$ cat src/hw/rtl/mdbh_pkg.sv
// ----------------------------------------------------------------------------
// mdbh_pkg
// Shared types and constants for the baseline-tracking metal detector.
// ----------------------------------------------------------------------------
package mdbh_pkg;

	localparam int DISC_W = 12;
	localparam int CNT_W  = 13;
	localparam int SUM_W  = 24;
	localparam int WGT_W  = 17;
	localparam int RUN_W  = 8;
	localparam int IDX_W  = 3;

	localparam logic [CNT_W-1:0] CNT_MAX = {CNT_W{1'b1}};
	localparam logic [SUM_W-1:0] SUM_MAX = {SUM_W{1'b1}};
	localparam logic [WGT_W-1:0] WGT_ONE = WGT_W'(65536);
	localparam logic [RUN_W-1:0] RUN_MAX = {RUN_W{1'b1}};

	localparam logic [1:0] MODE_CAL      = 2'd0;
	localparam logic [1:0] MODE_NONE     = 2'd1;
	localparam logic [1:0] MODE_DETECTED = 2'd2;

	localparam logic [IDX_W-1:0] CFG_DISCARD     = 3'd0;
	localparam logic [IDX_W-1:0] CFG_CALIBRATION = 3'd1;
	localparam logic [IDX_W-1:0] CFG_BASE_WEIGHT = 3'd2;
	localparam logic [IDX_W-1:0] CFG_OUT_WEIGHT  = 3'd3;
	localparam logic [IDX_W-1:0] CFG_DETECT_LVL  = 3'd4;
	localparam logic [IDX_W-1:0] CFG_RELEASE_LVL = 3'd5;
	localparam logic [IDX_W-1:0] CFG_DETECT_RUN  = 3'd6;
	localparam logic [IDX_W-1:0] CFG_RELEASE_RUN = 3'd7;

	typedef struct packed {
		logic [DISC_W-1:0] discard_count;
		logic [CNT_W-1:0]  calibration_count;
		logic [WGT_W-1:0]  baseline_weight;
		logic [WGT_W-1:0]  output_weight;
		logic [RUN_W-1:0]  detect_run_needed;
		logic [RUN_W-1:0]  release_run_needed;
	} mdbh_cfg_t;

	typedef enum logic [3:0] {
		ST_IDLE,
		ST_PREP,
		ST_DIV,
		ST_BM0,
		ST_BM1,
		ST_BM2,
		ST_SHIFT,
		ST_SM0,
		ST_SM1,
		ST_SM2,
		ST_MODE,
		ST_OUT
	} back_state_t;

endpackage

$ cat src/hw/rtl/metal_detect_baseline_hysteresis_unit.sv
// ----------------------------------------------------------------------------
// metal_detect_baseline_hysteresis_unit
// Baseline-tracking metal detector: calibration mean, baseline and output
// moving averages, debounced hysteresis decision.
//
//   channel  | handshake             | payload
//   ---------+-----------------------+--------------------------------------
//   input    | push / full           | sample
//   result   | pop / empty           | filtered_level, baseline_level,
//            |                       | detect_state
//   config   | cfg_valid / cfg_ready | cfg_index, cfg_data
//
// One sample at a time through the engine: once calibrated it runs two
// multiply-accumulates on the shared multiplier; during discard it skips the
// baseline update, and while averaging the bit-serial divider forms the mean.
// The first sample after reset skips the smoother. A two-beat input queue
// takes samples while the engine works; a one-beat result register holds a
// result until popped, and the engine waits in its last step while it is
// occupied. Reset clears all filter state; cfg_ready is always high.
// ----------------------------------------------------------------------------
module metal_detect_baseline_hysteresis_unit #(
	parameter int SAMPLE_BITS   = 12,
	parameter int FRACTION_BITS = 8
) (
	input  logic                                     clk,
	input  logic                                     arst_n,
	input  logic                                     push,
	output logic                                     full,
	input  logic [SAMPLE_BITS-1:0]                   sample,
	output logic                                     empty,
	input  logic                                     pop,
	output logic signed [SAMPLE_BITS+FRACTION_BITS:0] filtered_level,
	output logic [SAMPLE_BITS+FRACTION_BITS-1:0]     baseline_level,
	output logic [1:0]                               detect_state,
	input  logic                                     cfg_valid,
	output logic                                     cfg_ready,
	input  logic [mdbh_pkg::IDX_W-1:0]               cfg_index,
	input  logic [((SAMPLE_BITS+FRACTION_BITS+1) > 17 ?
		(SAMPLE_BITS+FRACTION_BITS+1) : 17)-1:0]        cfg_data
);

	localparam int SLW = SAMPLE_BITS + FRACTION_BITS + 1;

	mdbh_pkg::mdbh_cfg_t     cfg;
	logic signed [SLW-1:0]   detect_level;
	logic signed [SLW-1:0]   release_level;
	logic                    q_valid;
	logic [SAMPLE_BITS-1:0]  q_sample;
	logic                    q_pop;

	mdbh_front #(
		.SAMPLE_BITS   (SAMPLE_BITS),
		.FRACTION_BITS (FRACTION_BITS)
	) u_front (
		.clk           (clk),
		.arst_n        (arst_n),
		.push          (push),
		.full          (full),
		.sample        (sample),
		.cfg_valid     (cfg_valid),
		.cfg_ready     (cfg_ready),
		.cfg_index     (cfg_index),
		.cfg_data      (cfg_data),
		.cfg           (cfg),
		.detect_level  (detect_level),
		.release_level (release_level),
		.q_valid       (q_valid),
		.q_sample      (q_sample),
		.q_pop         (q_pop)
	);

	mdbh_back #(
		.SAMPLE_BITS   (SAMPLE_BITS),
		.FRACTION_BITS (FRACTION_BITS)
	) u_back (
		.clk            (clk),
		.arst_n         (arst_n),
		.cfg            (cfg),
		.detect_level   (detect_level),
		.release_level  (release_level),
		.q_valid        (q_valid),
		.q_sample       (q_sample),
		.q_pop          (q_pop),
		.empty          (empty),
		.pop            (pop),
		.filtered_level (filtered_level),
		.baseline_level (baseline_level),
		.detect_state   (detect_state)
	);

endmodule

$ cat src/hw/rtl/mdbh_front.sv
// ----------------------------------------------------------------------------
// mdbh_front
// Register file and two-entry sample queue in front of the filter engine.
// ----------------------------------------------------------------------------
module mdbh_front #(
	parameter int SAMPLE_BITS   = 12,
	parameter int FRACTION_BITS = 8
) (
	input  logic                              clk,
	input  logic                              arst_n,
	input  logic                              push,
	output logic                              full,
	input  logic [SAMPLE_BITS-1:0]            sample,
	input  logic                              cfg_valid,
	output logic                              cfg_ready,
	input  logic [mdbh_pkg::IDX_W-1:0]        cfg_index,
	input  logic [((SAMPLE_BITS+FRACTION_BITS+1) > 17 ?
		(SAMPLE_BITS+FRACTION_BITS+1) : 17)-1:0] cfg_data,
	output mdbh_pkg::mdbh_cfg_t               cfg,
	output logic signed [SAMPLE_BITS+FRACTION_BITS:0] detect_level,
	output logic signed [SAMPLE_BITS+FRACTION_BITS:0] release_level,
	output logic                              q_valid,
	output logic [SAMPLE_BITS-1:0]            q_sample,
	input  logic                              q_pop
);

	localparam int SLW = SAMPLE_BITS + FRACTION_BITS + 1;

	mdbh_pkg::mdbh_cfg_t          cfg_q;
	logic signed [SLW-1:0]        det_lvl_q;
	logic signed [SLW-1:0]        rel_lvl_q;
	logic [SAMPLE_BITS-1:0]       slot_q [2];
	logic                         wr_ptr_q;
	logic                         rd_ptr_q;
	logic [1:0]                   count_q;
	logic                         wr_en;
	logic                         rd_en;

	assign cfg_ready = 1'b1;

	always_ff @(posedge clk or negedge arst_n) begin
		if (!arst_n) begin
			cfg_q.discard_count      <= mdbh_pkg::DISC_W'(10);
			cfg_q.calibration_count  <= mdbh_pkg::CNT_W'(100);
			cfg_q.baseline_weight    <= mdbh_pkg::WGT_W'(66);
			cfg_q.output_weight      <= mdbh_pkg::WGT_W'(16384);
			cfg_q.detect_run_needed  <= mdbh_pkg::RUN_W'(3);
			cfg_q.release_run_needed <= mdbh_pkg::RUN_W'(3);
			det_lvl_q                <= SLW'(12800);
			rel_lvl_q                <= SLW'(6400);
		end else if (cfg_valid && cfg_ready) begin
			case (cfg_index)
				mdbh_pkg::CFG_DISCARD:
					cfg_q.discard_count <= cfg_data[mdbh_pkg::DISC_W-1:0];
				mdbh_pkg::CFG_CALIBRATION:
					cfg_q.calibration_count <= cfg_data[mdbh_pkg::CNT_W-1:0];
				mdbh_pkg::CFG_BASE_WEIGHT:
					cfg_q.baseline_weight <= cfg_data[mdbh_pkg::WGT_W-1:0];
				mdbh_pkg::CFG_OUT_WEIGHT:
					cfg_q.output_weight <= cfg_data[mdbh_pkg::WGT_W-1:0];
				mdbh_pkg::CFG_DETECT_LVL:
					det_lvl_q <= $signed(cfg_data[SLW-1:0]);
				mdbh_pkg::CFG_RELEASE_LVL:
					rel_lvl_q <= $signed(cfg_data[SLW-1:0]);
				mdbh_pkg::CFG_DETECT_RUN:
					cfg_q.detect_run_needed <= cfg_data[mdbh_pkg::RUN_W-1:0];
				mdbh_pkg::CFG_RELEASE_RUN:
					cfg_q.release_run_needed <= cfg_data[mdbh_pkg::RUN_W-1:0];
				default: begin
				end
			endcase
		end
	end

	assign cfg           = cfg_q;
	assign detect_level  = det_lvl_q;
	assign release_level = rel_lvl_q;

	assign full     = (count_q == 2'd2);
	assign q_valid  = (count_q != 2'd0);
	assign q_sample = slot_q[rd_ptr_q];
	assign wr_en    = push && !full;
	assign rd_en    = q_pop && q_valid;

	always_ff @(posedge clk or negedge arst_n) begin
		if (!arst_n) begin
			wr_ptr_q <= 1'b0;
			rd_ptr_q <= 1'b0;
			count_q  <= 2'd0;
		end else begin
			if (wr_en) begin
				wr_ptr_q <= !wr_ptr_q;
			end
			if (rd_en) begin
				rd_ptr_q <= !rd_ptr_q;
			end
			if (wr_en && !rd_en) begin
				count_q <= count_q + 2'd1;
			end else if (rd_en && !wr_en) begin
				count_q <= count_q - 2'd1;
			end
		end
	end

	always_ff @(posedge clk) begin
		if (wr_en) begin
			slot_q[wr_ptr_q] <= sample;
		end
	end

endmodule

$ cat src/hw/rtl/mdbh_back.sv
// ----------------------------------------------------------------------------
// mdbh_back
// Sequenced filter engine: calibration mean by a bit-serial divider, two
// moving averages on one shared multiplier, debounced hysteresis decision,
// and the result register.
// ----------------------------------------------------------------------------
module mdbh_back #(
	parameter int SAMPLE_BITS   = 12,
	parameter int FRACTION_BITS = 8
) (
	input  logic                                     clk,
	input  logic                                     arst_n,
	input  mdbh_pkg::mdbh_cfg_t                      cfg,
	input  logic signed [SAMPLE_BITS+FRACTION_BITS:0] detect_level,
	input  logic signed [SAMPLE_BITS+FRACTION_BITS:0] release_level,
	input  logic                                     q_valid,
	input  logic [SAMPLE_BITS-1:0]                   q_sample,
	output logic                                     q_pop,
	output logic                                     empty,
	input  logic                                     pop,
	output logic signed [SAMPLE_BITS+FRACTION_BITS:0] filtered_level,
	output logic [SAMPLE_BITS+FRACTION_BITS-1:0]     baseline_level,
	output logic [1:0]                               detect_state
);

	localparam int LW  = SAMPLE_BITS + FRACTION_BITS;
	localparam int SLW = LW + 1;
	localparam int PW  = SLW + mdbh_pkg::WGT_W + 1;
	localparam int AW  = PW + 1;
	localparam int DW  = mdbh_pkg::SUM_W + FRACTION_BITS + 1;
	localparam int NW  = mdbh_pkg::CNT_W;
	localparam int DCW = $clog2(DW);
	localparam logic [AW-1:0] RND = AW'(32768);

	mdbh_pkg::back_state_t state_q, state_d;

	// persistent filter state
	logic [NW-1:0]                   cnt_q;
	logic [mdbh_pkg::SUM_W-1:0]      sum_q;
	logic [LW-1:0]                   baseline_q;
	logic signed [SLW-1:0]           smoothed_q;
	logic                            seeded_q;
	logic                            cal_q;
	logic [1:0]                      mode_q;
	logic [mdbh_pkg::RUN_W-1:0]      hit_q;
	logic [mdbh_pkg::RUN_W-1:0]      miss_q;

	// per-item scratch
	logic [SAMPLE_BITS-1:0]          raw_q;
	logic signed [SLW-1:0]           shift_q;
	logic [DW-1:0]                   dvd_q;
	logic [NW-1:0]                   div_q;
	logic [NW-1:0]                   rem_q;
	logic [DCW-1:0]                  div_cnt_q;
	logic signed [PW-1:0]            prod_q;
	logic signed [AW-1:0]            acc_q;

	// result register
	logic                            out_valid_q;
	logic signed [SLW-1:0]           out_filt_q;
	logic [LW-1:0]                   out_base_q;
	logic [1:0]                      out_mode_q;
	logic                            out_load;

	logic [NW-1:0]                   cnt_n;
	logic                            past_discard;
	logic [mdbh_pkg::SUM_W:0]        sum_wide;
	logic [mdbh_pkg::SUM_W-1:0]      sum_n;
	logic [NW-1:0]                   n_cal;
	logic [DW-1:0]                   dividend;
	logic [NW:0]                     rem_sh;
	logic [NW:0]                     rem_trial;
	logic                            rem_ge;
	logic [DW-1:0]                   dvd_n;
	logic [NW-1:0]                   rem_n;
	logic [mdbh_pkg::WGT_W-1:0]      wb_c;
	logic [mdbh_pkg::WGT_W-1:0]      wo_c;
	logic [mdbh_pkg::WGT_W-1:0]      mul_w;
	logic signed [SLW-1:0]           mul_x;
	logic signed [PW-1:0]            prod;
	logic signed [AW-1:0]            blend_sum;
	logic signed [SLW-1:0]           fresh;
	logic signed [SLW-1:0]           shifted;
	logic [1:0]                      mode_d;
	logic [mdbh_pkg::RUN_W-1:0]      hit_d;
	logic [mdbh_pkg::RUN_W-1:0]      miss_d;
	logic                            lvl_hit;

	// calibration bookkeeping
	assign cnt_n        = (cnt_q < mdbh_pkg::CNT_MAX) ? cnt_q + NW'(1) : cnt_q;
	assign past_discard = cnt_n > NW'(cfg.discard_count);
	assign sum_wide     = {1'b0, sum_q} + (mdbh_pkg::SUM_W + 1)'(raw_q);
	assign sum_n        = sum_wide[mdbh_pkg::SUM_W] ? mdbh_pkg::SUM_MAX :
		sum_wide[mdbh_pkg::SUM_W-1:0];
	assign n_cal        = cnt_n - NW'(cfg.discard_count);
	assign dividend     = DW'({sum_n, {FRACTION_BITS{1'b0}}}) + DW'(n_cal >> 1);

	// restoring divider, one quotient bit per cycle
	assign rem_sh    = {rem_q, dvd_q[DW-1]};
	assign rem_trial = rem_sh - {1'b0, div_q};
	assign rem_ge    = rem_sh >= {1'b0, div_q};
	assign rem_n     = rem_ge ? rem_trial[NW-1:0] : rem_sh[NW-1:0];
	assign dvd_n     = {dvd_q[DW-2:0], rem_ge};

	// shared multiplier
	assign wb_c  = (cfg.baseline_weight > mdbh_pkg::WGT_ONE) ? mdbh_pkg::WGT_ONE :
		cfg.baseline_weight;
	assign wo_c  = (cfg.output_weight > mdbh_pkg::WGT_ONE) ? mdbh_pkg::WGT_ONE :
		cfg.output_weight;
	assign fresh = $signed({1'b0, raw_q, {FRACTION_BITS{1'b0}}});

	always_comb begin
		mul_w = wo_c;
		mul_x = shift_q;
		case (state_q)
			mdbh_pkg::ST_BM0: begin
				mul_w = wb_c;
				mul_x = fresh;
			end
			mdbh_pkg::ST_BM1: begin
				mul_w = mdbh_pkg::WGT_ONE - wb_c;
				mul_x = $signed({1'b0, baseline_q});
			end
			mdbh_pkg::ST_SM1: begin
				mul_w = mdbh_pkg::WGT_ONE - wo_c;
				mul_x = smoothed_q;
			end
			default: begin
				mul_w = wo_c;
				mul_x = shift_q;
			end
		endcase
	end

	assign prod      = $signed({1'b0, mul_w}) * mul_x;
	assign blend_sum = acc_q + AW'(prod_q);
	assign shifted   = fresh - $signed({1'b0, baseline_q});

	// debounced hysteresis on the fresh smoothed level
	always_comb begin
		mode_d  = mode_q;
		hit_d   = hit_q;
		miss_d  = miss_q;
		lvl_hit = 1'b0;
		if (!cal_q) begin
			mode_d = mdbh_pkg::MODE_CAL;
			hit_d  = '0;
			miss_d = '0;
		end else begin
			if (mode_d == mdbh_pkg::MODE_CAL) begin
				mode_d = mdbh_pkg::MODE_NONE;
				hit_d  = '0;
				miss_d = '0;
			end
			if (mode_d == mdbh_pkg::MODE_DETECTED) begin
				lvl_hit = (release_level > 0) ? (smoothed_q < release_level) :
					(smoothed_q > release_level);
				if (lvl_hit) begin
					if (miss_d != mdbh_pkg::RUN_MAX) begin
						miss_d = miss_d + 1'b1;
					end
					if (miss_d >= cfg.release_run_needed) begin
						mode_d = mdbh_pkg::MODE_NONE;
						hit_d  = '0;
						miss_d = '0;
					end
				end else begin
					miss_d = '0;
				end
			end else if (mode_d == mdbh_pkg::MODE_NONE) begin
				lvl_hit = (detect_level > 0) ? (smoothed_q > detect_level) :
					(smoothed_q < detect_level);
				if (lvl_hit) begin
					if (hit_d != mdbh_pkg::RUN_MAX) begin
						hit_d = hit_d + 1'b1;
					end
					if (hit_d >= cfg.detect_run_needed) begin
						mode_d = mdbh_pkg::MODE_DETECTED;
						hit_d  = '0;
						miss_d = '0;
					end
				end else begin
					hit_d = '0;
				end
			end
		end
	end

	// sequencer
	always_ff @(posedge clk or negedge arst_n) begin
		if (!arst_n) begin
			state_q <= mdbh_pkg::ST_IDLE;
		end else begin
			state_q <= state_d;
		end
	end

	always_comb begin
		state_d  = state_q;
		q_pop    = 1'b0;
		out_load = 1'b0;
		case (state_q)
			mdbh_pkg::ST_IDLE: begin
				if (q_valid) begin
					q_pop   = 1'b1;
					state_d = mdbh_pkg::ST_PREP;
				end
			end
			mdbh_pkg::ST_PREP: begin
				if (cal_q) begin
					state_d = mdbh_pkg::ST_BM0;
				end else if (past_discard) begin
					state_d = mdbh_pkg::ST_DIV;
				end else begin
					state_d = mdbh_pkg::ST_SHIFT;
				end
			end
			mdbh_pkg::ST_DIV: begin
				if (div_cnt_q == '0) begin
					state_d = mdbh_pkg::ST_SHIFT;
				end
			end
			mdbh_pkg::ST_BM0:   state_d = mdbh_pkg::ST_BM1;
			mdbh_pkg::ST_BM1:   state_d = mdbh_pkg::ST_BM2;
			mdbh_pkg::ST_BM2:   state_d = mdbh_pkg::ST_SHIFT;
			mdbh_pkg::ST_SHIFT: state_d = seeded_q ? mdbh_pkg::ST_SM0 : mdbh_pkg::ST_MODE;
			mdbh_pkg::ST_SM0:   state_d = mdbh_pkg::ST_SM1;
			mdbh_pkg::ST_SM1:   state_d = mdbh_pkg::ST_SM2;
			mdbh_pkg::ST_SM2:   state_d = mdbh_pkg::ST_MODE;
			mdbh_pkg::ST_MODE:  state_d = mdbh_pkg::ST_OUT;
			mdbh_pkg::ST_OUT: begin
				if (!out_valid_q || pop) begin
					out_load = 1'b1;
					state_d  = mdbh_pkg::ST_IDLE;
				end
			end
			default: state_d = mdbh_pkg::ST_IDLE;
		endcase
	end

	always_ff @(posedge clk or negedge arst_n) begin
		if (!arst_n) begin
			cnt_q       <= '0;
			sum_q       <= '0;
			baseline_q  <= '0;
			smoothed_q  <= '0;
			seeded_q    <= 1'b0;
			cal_q       <= 1'b0;
			mode_q      <= mdbh_pkg::MODE_CAL;
			hit_q       <= '0;
			miss_q      <= '0;
			out_valid_q <= 1'b0;
		end else begin
			case (state_q)
				mdbh_pkg::ST_PREP: begin
					if (!cal_q) begin
						cnt_q <= cnt_n;
						if (past_discard) begin
							sum_q <= sum_n;
							if (cnt_n >= cfg.calibration_count) begin
								cal_q <= 1'b1;
							end
						end
					end
				end
				mdbh_pkg::ST_DIV: begin
					if (div_cnt_q == '0) begin
						baseline_q <= dvd_n[LW-1:0];
					end
				end
				mdbh_pkg::ST_BM2: baseline_q <= blend_sum[LW+15:16];
				mdbh_pkg::ST_SHIFT: begin
					if (!seeded_q) begin
						smoothed_q <= shifted;
						seeded_q   <= 1'b1;
					end
				end
				mdbh_pkg::ST_SM2: smoothed_q <= blend_sum[SLW+15:16];
				mdbh_pkg::ST_MODE: begin
					mode_q <= mode_d;
					hit_q  <= hit_d;
					miss_q <= miss_d;
				end
				default: begin
				end
			endcase
			if (out_load) begin
				out_valid_q <= 1'b1;
			end else if (pop && out_valid_q) begin
				out_valid_q <= 1'b0;
			end
		end
	end

	always_ff @(posedge clk) begin
		case (state_q)
			mdbh_pkg::ST_IDLE: raw_q <= q_sample;
			mdbh_pkg::ST_PREP: begin
				dvd_q     <= dividend;
				div_q     <= n_cal;
				rem_q     <= '0;
				div_cnt_q <= DCW'(DW - 1);
			end
			mdbh_pkg::ST_DIV: begin
				dvd_q     <= dvd_n;
				rem_q     <= rem_n;
				div_cnt_q <= div_cnt_q - 1'b1;
			end
			mdbh_pkg::ST_BM0, mdbh_pkg::ST_SM0: prod_q <= prod;
			mdbh_pkg::ST_BM1, mdbh_pkg::ST_SM1: begin
				acc_q  <= AW'(prod_q) + RND;
				prod_q <= prod;
			end
			mdbh_pkg::ST_SHIFT: shift_q <= shifted;
			default: begin
			end
		endcase
		if (out_load) begin
			out_filt_q <= smoothed_q;
			out_base_q <= baseline_q;
			out_mode_q <= mode_q;
		end
	end

	assign empty          = !out_valid_q;
	assign filtered_level = out_filt_q;
	assign baseline_level = out_base_q;
	assign detect_state   = out_mode_q;

endmodule

$ cat config.mk
export PLATFORM = sky130hd
export DESIGN_NAME = metal_detect_baseline_hysteresis_unit
export DESIGN_NICKNAME = d
export VERILOG_FILES = /design/src/hw/rtl/mdbh_pkg.sv /design/src/hw/rtl/metal_detect_baseline_hysteresis_unit.sv /design/src/hw/rtl/mdbh_front.sv /design/src/hw/rtl/mdbh_back.sv
export SDC_FILE = /design/constraint.sdc
export NUM_CORES = 2
export LEC_CHECK = 0
export BUFFER_PORTS_ARGS = -buffer_cell sky130_fd_sc_hd__buf_4
export CORE_MARGIN = 10
export CORE_UTILIZATION = 65
export CTS_BUF_LIST = sky130_fd_sc_hd__clkbuf_8
export DETAILED_ROUTE_END_ITERATION = 12
export MAX_ROUTING_LAYER = met4
export PLACE_DENSITY = 0.88
export SLEW_MARGIN = 5
export SYNTH_ARGS = -nofsm -noshare
export SYNTH_HDL_FRONTEND = slang
export SYNTH_HIERARCHICAL = 1
export SYNTH_SLANG_ARGS = --single-unit
$ cat constraint.sdc
create_clock -name clk -period 17.7 [get_ports clk]
set_input_delay 3.54 -clock clk [delete_from_list [all_inputs] [get_ports clk]]
set_output_delay 3.54 -clock clk [all_outputs]
set_load 0.02 [all_outputs]
# After elaboration in Yosys (flattened, before gate mapping)
# Memory sizes are Yosys's and may differ from the RTL's. A register that Yosys moved wholly into a read port is not among the register bits.
# Index checks and enable logic that the tools add are counted.
# totals
ram_bits,24
mem_count,1
ff_bits,427
# op_classes
n_mul,1
n_lt_le_gt_ge,14
n_bitwise,1
n_reduce_logical,37
n_mux,72
n_addsub,15
n_eq_ne,27
# memory_table
memory,words,word_bits,rd,rd_clocked_by_memory_dff,wr,line_no,rtl
u_front.slot_q,2,12,1,1,1,mdbh_front.sv:32,logic [SAMPLE_BITS-1:0] slot_q [2];
# ops
op,n
8-bit 2-to-1 mux,27
33-bit case mux with 2 select lines,1
21-bit case mux with 3 select lines,1
17-bit case mux with 3 select lines,1
4-bit case mux with 12 select lines,1
"21-bit by 1-bit > comparator with 1-bit output, second input constant",2
21-bit > comparator,2
21-bit < comparator,2
21-bit case mux with 2 select lines,1
20-bit case mux with 2 select lines,1
"37-bit by 17-bit adder with 37-bit output, second input constant",1
37-bit adder,1
18-bit by 21-bit multiplier with 37-bit output,1
"17-bit > comparator, second input constant",2
17-bit 2-to-1 mux,2
"17-bit subtractor, first input constant",2
32-bit by 12-bit adder with 33-bit output,1
13-bit 2-to-1 mux,2
13-bit case mux with 2 select lines,1
24-bit by 12-bit adder with 25-bit output,1
24-bit 2-to-1 mux,1
2-bit 2-to-1 mux,11
2-bit AND reduction,11
21-bit 2-to-1 mux,1
other kinds (42),90

# Logic depth before layout (Yosys ltp)
# logic_depth
depth_word,15
ltp_mapped,39
depth_no_buf,38

# Cells and area by module
# Netlist, hierarchy kept.
# modules_own_cells
mod,cells_each,n_inst,area_per_inst_um2
mdbh_back,3536,1,32757.7
mdbh_front,313,1,5502.8

# Worst setup path before layout
# No wires, ideal clock.
# synth_timing
path_type,reg-to-reg
start,register u_back.state_q[3]
end,"register u_back.prod_q[36], data pin"
path_stages_with_launch,34
period_less_slack_ns,9.250
arrival_time_ns,8.991
setup_slack_ns,8.450
required_time_ns,17.441
cell_sequence,dfrtp_1 > buf_2 > nand2b_1 > a211o_1 > inv_1 > buf_1 > o21ai_0 > a21oi_1 > a221o_1 > clkbuf_1 > nand2_1 > fa_1 > fa_1 > inv_1 > fa_1 > fa_1 > fa_1 > inv_1 > fa_1 > inv_1 > ha_1 > clkbuf_1 > a21o_1 > a21o_1 > a21oi_1 > o21ai_0 > or3b_2 > o221ai_1 > nor2b_1 > o2111ai_1 > nand2_1 > a21o_1 > a21oi_1 > xnor2_1
# synth_between
elab_chain_cells,3
# synth_rtl
element,line_no,rtl
from (decl),mdbh_back.sv:35,"mdbh_pkg::back_state_t state_q, state_d;"
from (signal assigned),mdbh_back.sv:192,state_q <= mdbh_pkg::ST_IDLE;
from (signal assigned),mdbh_back.sv:194,state_q <= state_d;
"4-bit == test, or another cell as far along",mdbh_back.sv:115,case (state_q)
17-bit case mux with 3 select lines or 21-bit case mux with 3 select lines (tied branches),mdbh_back.sv:115,
18-bit by 21-bit multiplier with 37-bit output (*),mdbh_back.sv:135,"assign prod = $signed({1'b0, mul_w}) * mul_x;"
net u_back.prod[36],mdbh_back.sv:80,logic signed [PW-1:0] prod;
to (signal assigned),mdbh_back.sv:309,"mdbh_pkg::ST_BM0, mdbh_pkg::ST_SM0: prod_q <= prod;"
to (signal assigned),mdbh_back.sv:312,prod_q <= prod;
to (decl),mdbh_back.sv:55,logic signed [PW-1:0] prod_q;
# The timed path passes the listed nets; every way through them passes the cells marked *.
# A chain may end at the register's enable or synchronous reset.

# Final worst setup path
# Ends and elaborated chain as after synthesis.

==> results by group <==
Critical path
  • CP max stage cell: nor2_1
  • Worst-path fanout max: 33
  • Max incr delay on CP: 1.09 ns
  • Critical path class: reg -> reg
  • CP arrival: 11.35 ns
  • Critical Path Source Type: flip-flop
  • RR Endpoint: u_back/prod_q[36]
  • Worst r2r src: u_back/state_q[3]
  • R2R depth: 31
  • Top cell by count, worst path: fa_1
  • CP endpoint kind: flip-flop
  • WP data required: 18.12 ns
  • R2R Setup Slk: 6.77 ns

Clock network
  • Clk_lat worst skew: 0.68 ns
  • Clk buf depth: 3
  • CTS resizes: 0
  • Post-CTS Setup Repair Bufs: 0
  • H-tree Lvls: 3
  • CTS Root Cell: clkbuf_8
  • Cts hold-fix bufs: 0
  • Inserted Clock Buffers: 80
  • CTS tree: yes
  • CTS clk-pin slew, worst paths: 0.07 ns
  • Clock sink count: 463

Yosys
  • YS warnings: 6
  • Cells after Synth: 3849
  • Synth Register Bits: 463
  • Netlist cell types: 86
  • Net Count, Synth: 4497
  • Register area share after synthesis: 0.335
  • Post-synth EDFFs: 239
  • Ys async rst share: 0.484
  • Top_reg_cell synth: edfxtp_1
  • Post-Syn Area: 38300 um2
  • Syn Area/Cell: 9.94 um2

Global route
  • Vias in the first global route: 29900
  • Pin count of the biggest net entering global routing: 83
  • Total gr overflow: 0
  • All-Layer GR Usage: 0.296
  • First-pass GRT wire length: 160000 um
  • Initial antenna violation count: 4

Timing
  • Setup Viol. Count Final: 0
  • Fmax: 91.5 MHz
  • Crit share post-route: 0.617
  • Hold Fails Final Rpt: 0
  • Slew Limit Fails: 0
  • RSZ-0062 raised after global routing: false
  • Worst relative slew slack: 0.000725
  • Total Neg Setup Slack: 0 ns
  • Worst Tran Pin Value: 1.49 ns
  • Clock Skews: 0.0366 ns
  • Minimum clock period: 10.93 ns

Min path
  • Worst min path class: reg -> reg
  • Hold Path Cell Cnt: 0
  • Hold Startpoint: u_back/prod_q[9]
  • Hold worst-path end: u_back/acc_q[9]

Routing
  • DR pass1 iterations: 6
  • Total Wirelength: 100000 um
  • Residual DRC: 0
  • Initial drt markers: 3163
  • Vias per cell: 6.15
  • Avg WL per Cell: 21.0 um
  • Post-DRT Antenna Nets: 0
  • Via count: 29300

Cells and area
  • Layout cells sized above 1: 0.114
  • Area Overhead vs Synth: 8.38%
  • Final nets: 4576

Floorplanning
  • Initial cell density of the core: 0.659
  • Core Area: 58000 um2
  • I/O pin total: 87
  • Die H: 263 um
  • Chip Width: 263 um
  • Die area: 69000 um2
  • # rows: 88

Status
  • Status: finished, violations left
  • Failing checks: max-capacitance violations

Placement
  • HPWL after detailed placement: 76400 um
  • Port Buf Inserts: 85
  • GPL Wtd Cong: 0.993

Run
  • Max capacitance violation total: 1
==> worst max-delay path: cells and delay by family (launching register included) <==
kind | cells | cell delay (ns)
buffers and inverters | 5 | 0.27
AOI/OAI and AO/OA | 10 | 2.30
and+or+nand+nor | 8 | 3.77
adders and majority gates | 7 | 3.44
xor gates and xnor gates | 1 | 0.11
DFF | 1 | 0.77
==> cell usage after synthesis, drive strengths merged (66+ instances only) <==
cell type | number | area, um2
clkbuf | 99 | 372
fa | 348 | 6970
a21oi | 143 | 716
nor2 | 302 | 1130
dfrtp | 206 | 5150
inv | 590 | 2210
edfxtp | 239 | 7180
nand2 | 454 | 1700
mux2 | 150 | 1690
xnor2 | 125 | 1090
ha | 259 | 3240
nand3 | 66 | 330
o21ai | 132 | 661
==> per-stage QoR <==
stage | std cells | area [um2] | hold WS (ns) | utilization | setup WS, ns
2_1_floorplan | 3849 | 38300 | 0.427 | - | 8.45
5_1_grt | 4762 | 41500 | 0.471 | 0.715 | 6.10
3_5_place_dp | 4611 | 39700 | 0.455 | 0.684 | 6.95
3_3_place_gp | 4611 | 39700 | 0.449 | 0.684 | 7.28
4_1_cts | 4761 | 41500 | 0.462 | 0.715 | 6.96
6_report | 4762 | 41500 | 0.471 | 0.715 | 6.77
==> how the worst max path moves through the flow <==
| stage | depth (start not counted) | end | slack, ns | startpoint |
|---|---|---|---|---|
| floorplan | 33 | u_back/prod_q[36] | 8.45 | u_back/state_q[3] |
| global placement | 31 | u_back/prod_q[36] | 7.28 | u_back/state_q[3] |
| detailed placement | 31 | u_back/prod_q[36] | 6.95 | u_back/state_q[3] |
| CTS | 31 | u_back/prod_q[36] | 6.96 | u_back/state_q[3] |
| global route | 27 | u_back/prod_q[36] | 6.10 | u_back/state_q[3] |
| finish | 31 | u_back/prod_q[36] | 6.77 | u_back/state_q[3] |
==> cells in the final DEF (no fill, tap or decap), drive strengths merged, types with 8 or more instances in the layout <==
cell type	synthesis	layout
o211ai	10	10
o22ai	8	8
a22oi	46	46
edfxtp	239	239
xor2	63	63
xnor2	125	125
mux2	150	150
a21oi	143	143
o31ai	10	10
and3	23	23
nand4	42	42
and2	21	21
o21ai	132	132
nand2b	32	32
a21o	62	62
o21bai	14	14
nor2b	40	40
nor2	302	302
a31oi	17	17
mux2i	37	37
ha	259	259
clkinv	0	14
buf	26	122
o21a	39	39
fa	348	348
a22o	11	11
or3	8	8
dfrtp	206	206
nand2	454	454
nor4	28	28
or2	16	16
dfstp	18	18
a21boi	8	8
clkbuf	99	100
nor3	47	47
inv	590	621
a211oi	17	17
nand3	66	66
==> cell families (layout without fill, tap and decap cells) <==
group | after synthesis | count (layout) | share of synthesized area
xor+xnor | 188 | 188 | 0.0430
simple gates | 1109 | 1109 | 0.132
compound gates | 579 | 579 | 0.0988
fa+ha+maj | 607 | 607 | 0.267
other cells | 1 | 2 | 0.0000980
flops | 463 | 463 | 0.335
mux | 187 | 187 | 0.0538
buf+inv | 715 | 862 | 0.0711
==> sequential cells by signal (all words and copies together), names as in the netlist, 24 cells and up <==
signal,cells
u_back/dvd_q,33
u_back/sum_q,24
u_back/acc_q,37
u_front/slot_q,24
u_front/cfg,75
u_back/prod_q,37
==> layout make-up <==
| class | count | area, um2 |
|---|---|---|
| Multi-Input combinational cell | 2671 | 22800 |
| Fill cell | 4026 | 16600 |
| Sequential cell | 463 | 12800 |
| Inverter | 590 | 2210 |
| Clock buffer | 100 | 1380 |
| Tap cell | 765 | 957 |
| Timing Repair Buffer | 122 | 923 |
| Clock inverter | 50 | 378 |
| Antenna cell | 1 | 2.50 |
==> routing by layer <==
layer  up-vias  GRT usage  part of all wire
li1      13000          -                 -
met1     14400      0.375              0.39
met2      1500      0.453              0.46
met3       354     0.0567             0.093
met4         0      0.147             0.053
met5         -          -                 0
Power is left out: the tool's default activity adds up to more than one toggle a clock period on the data nets, which glitch-free logic cannot reach.
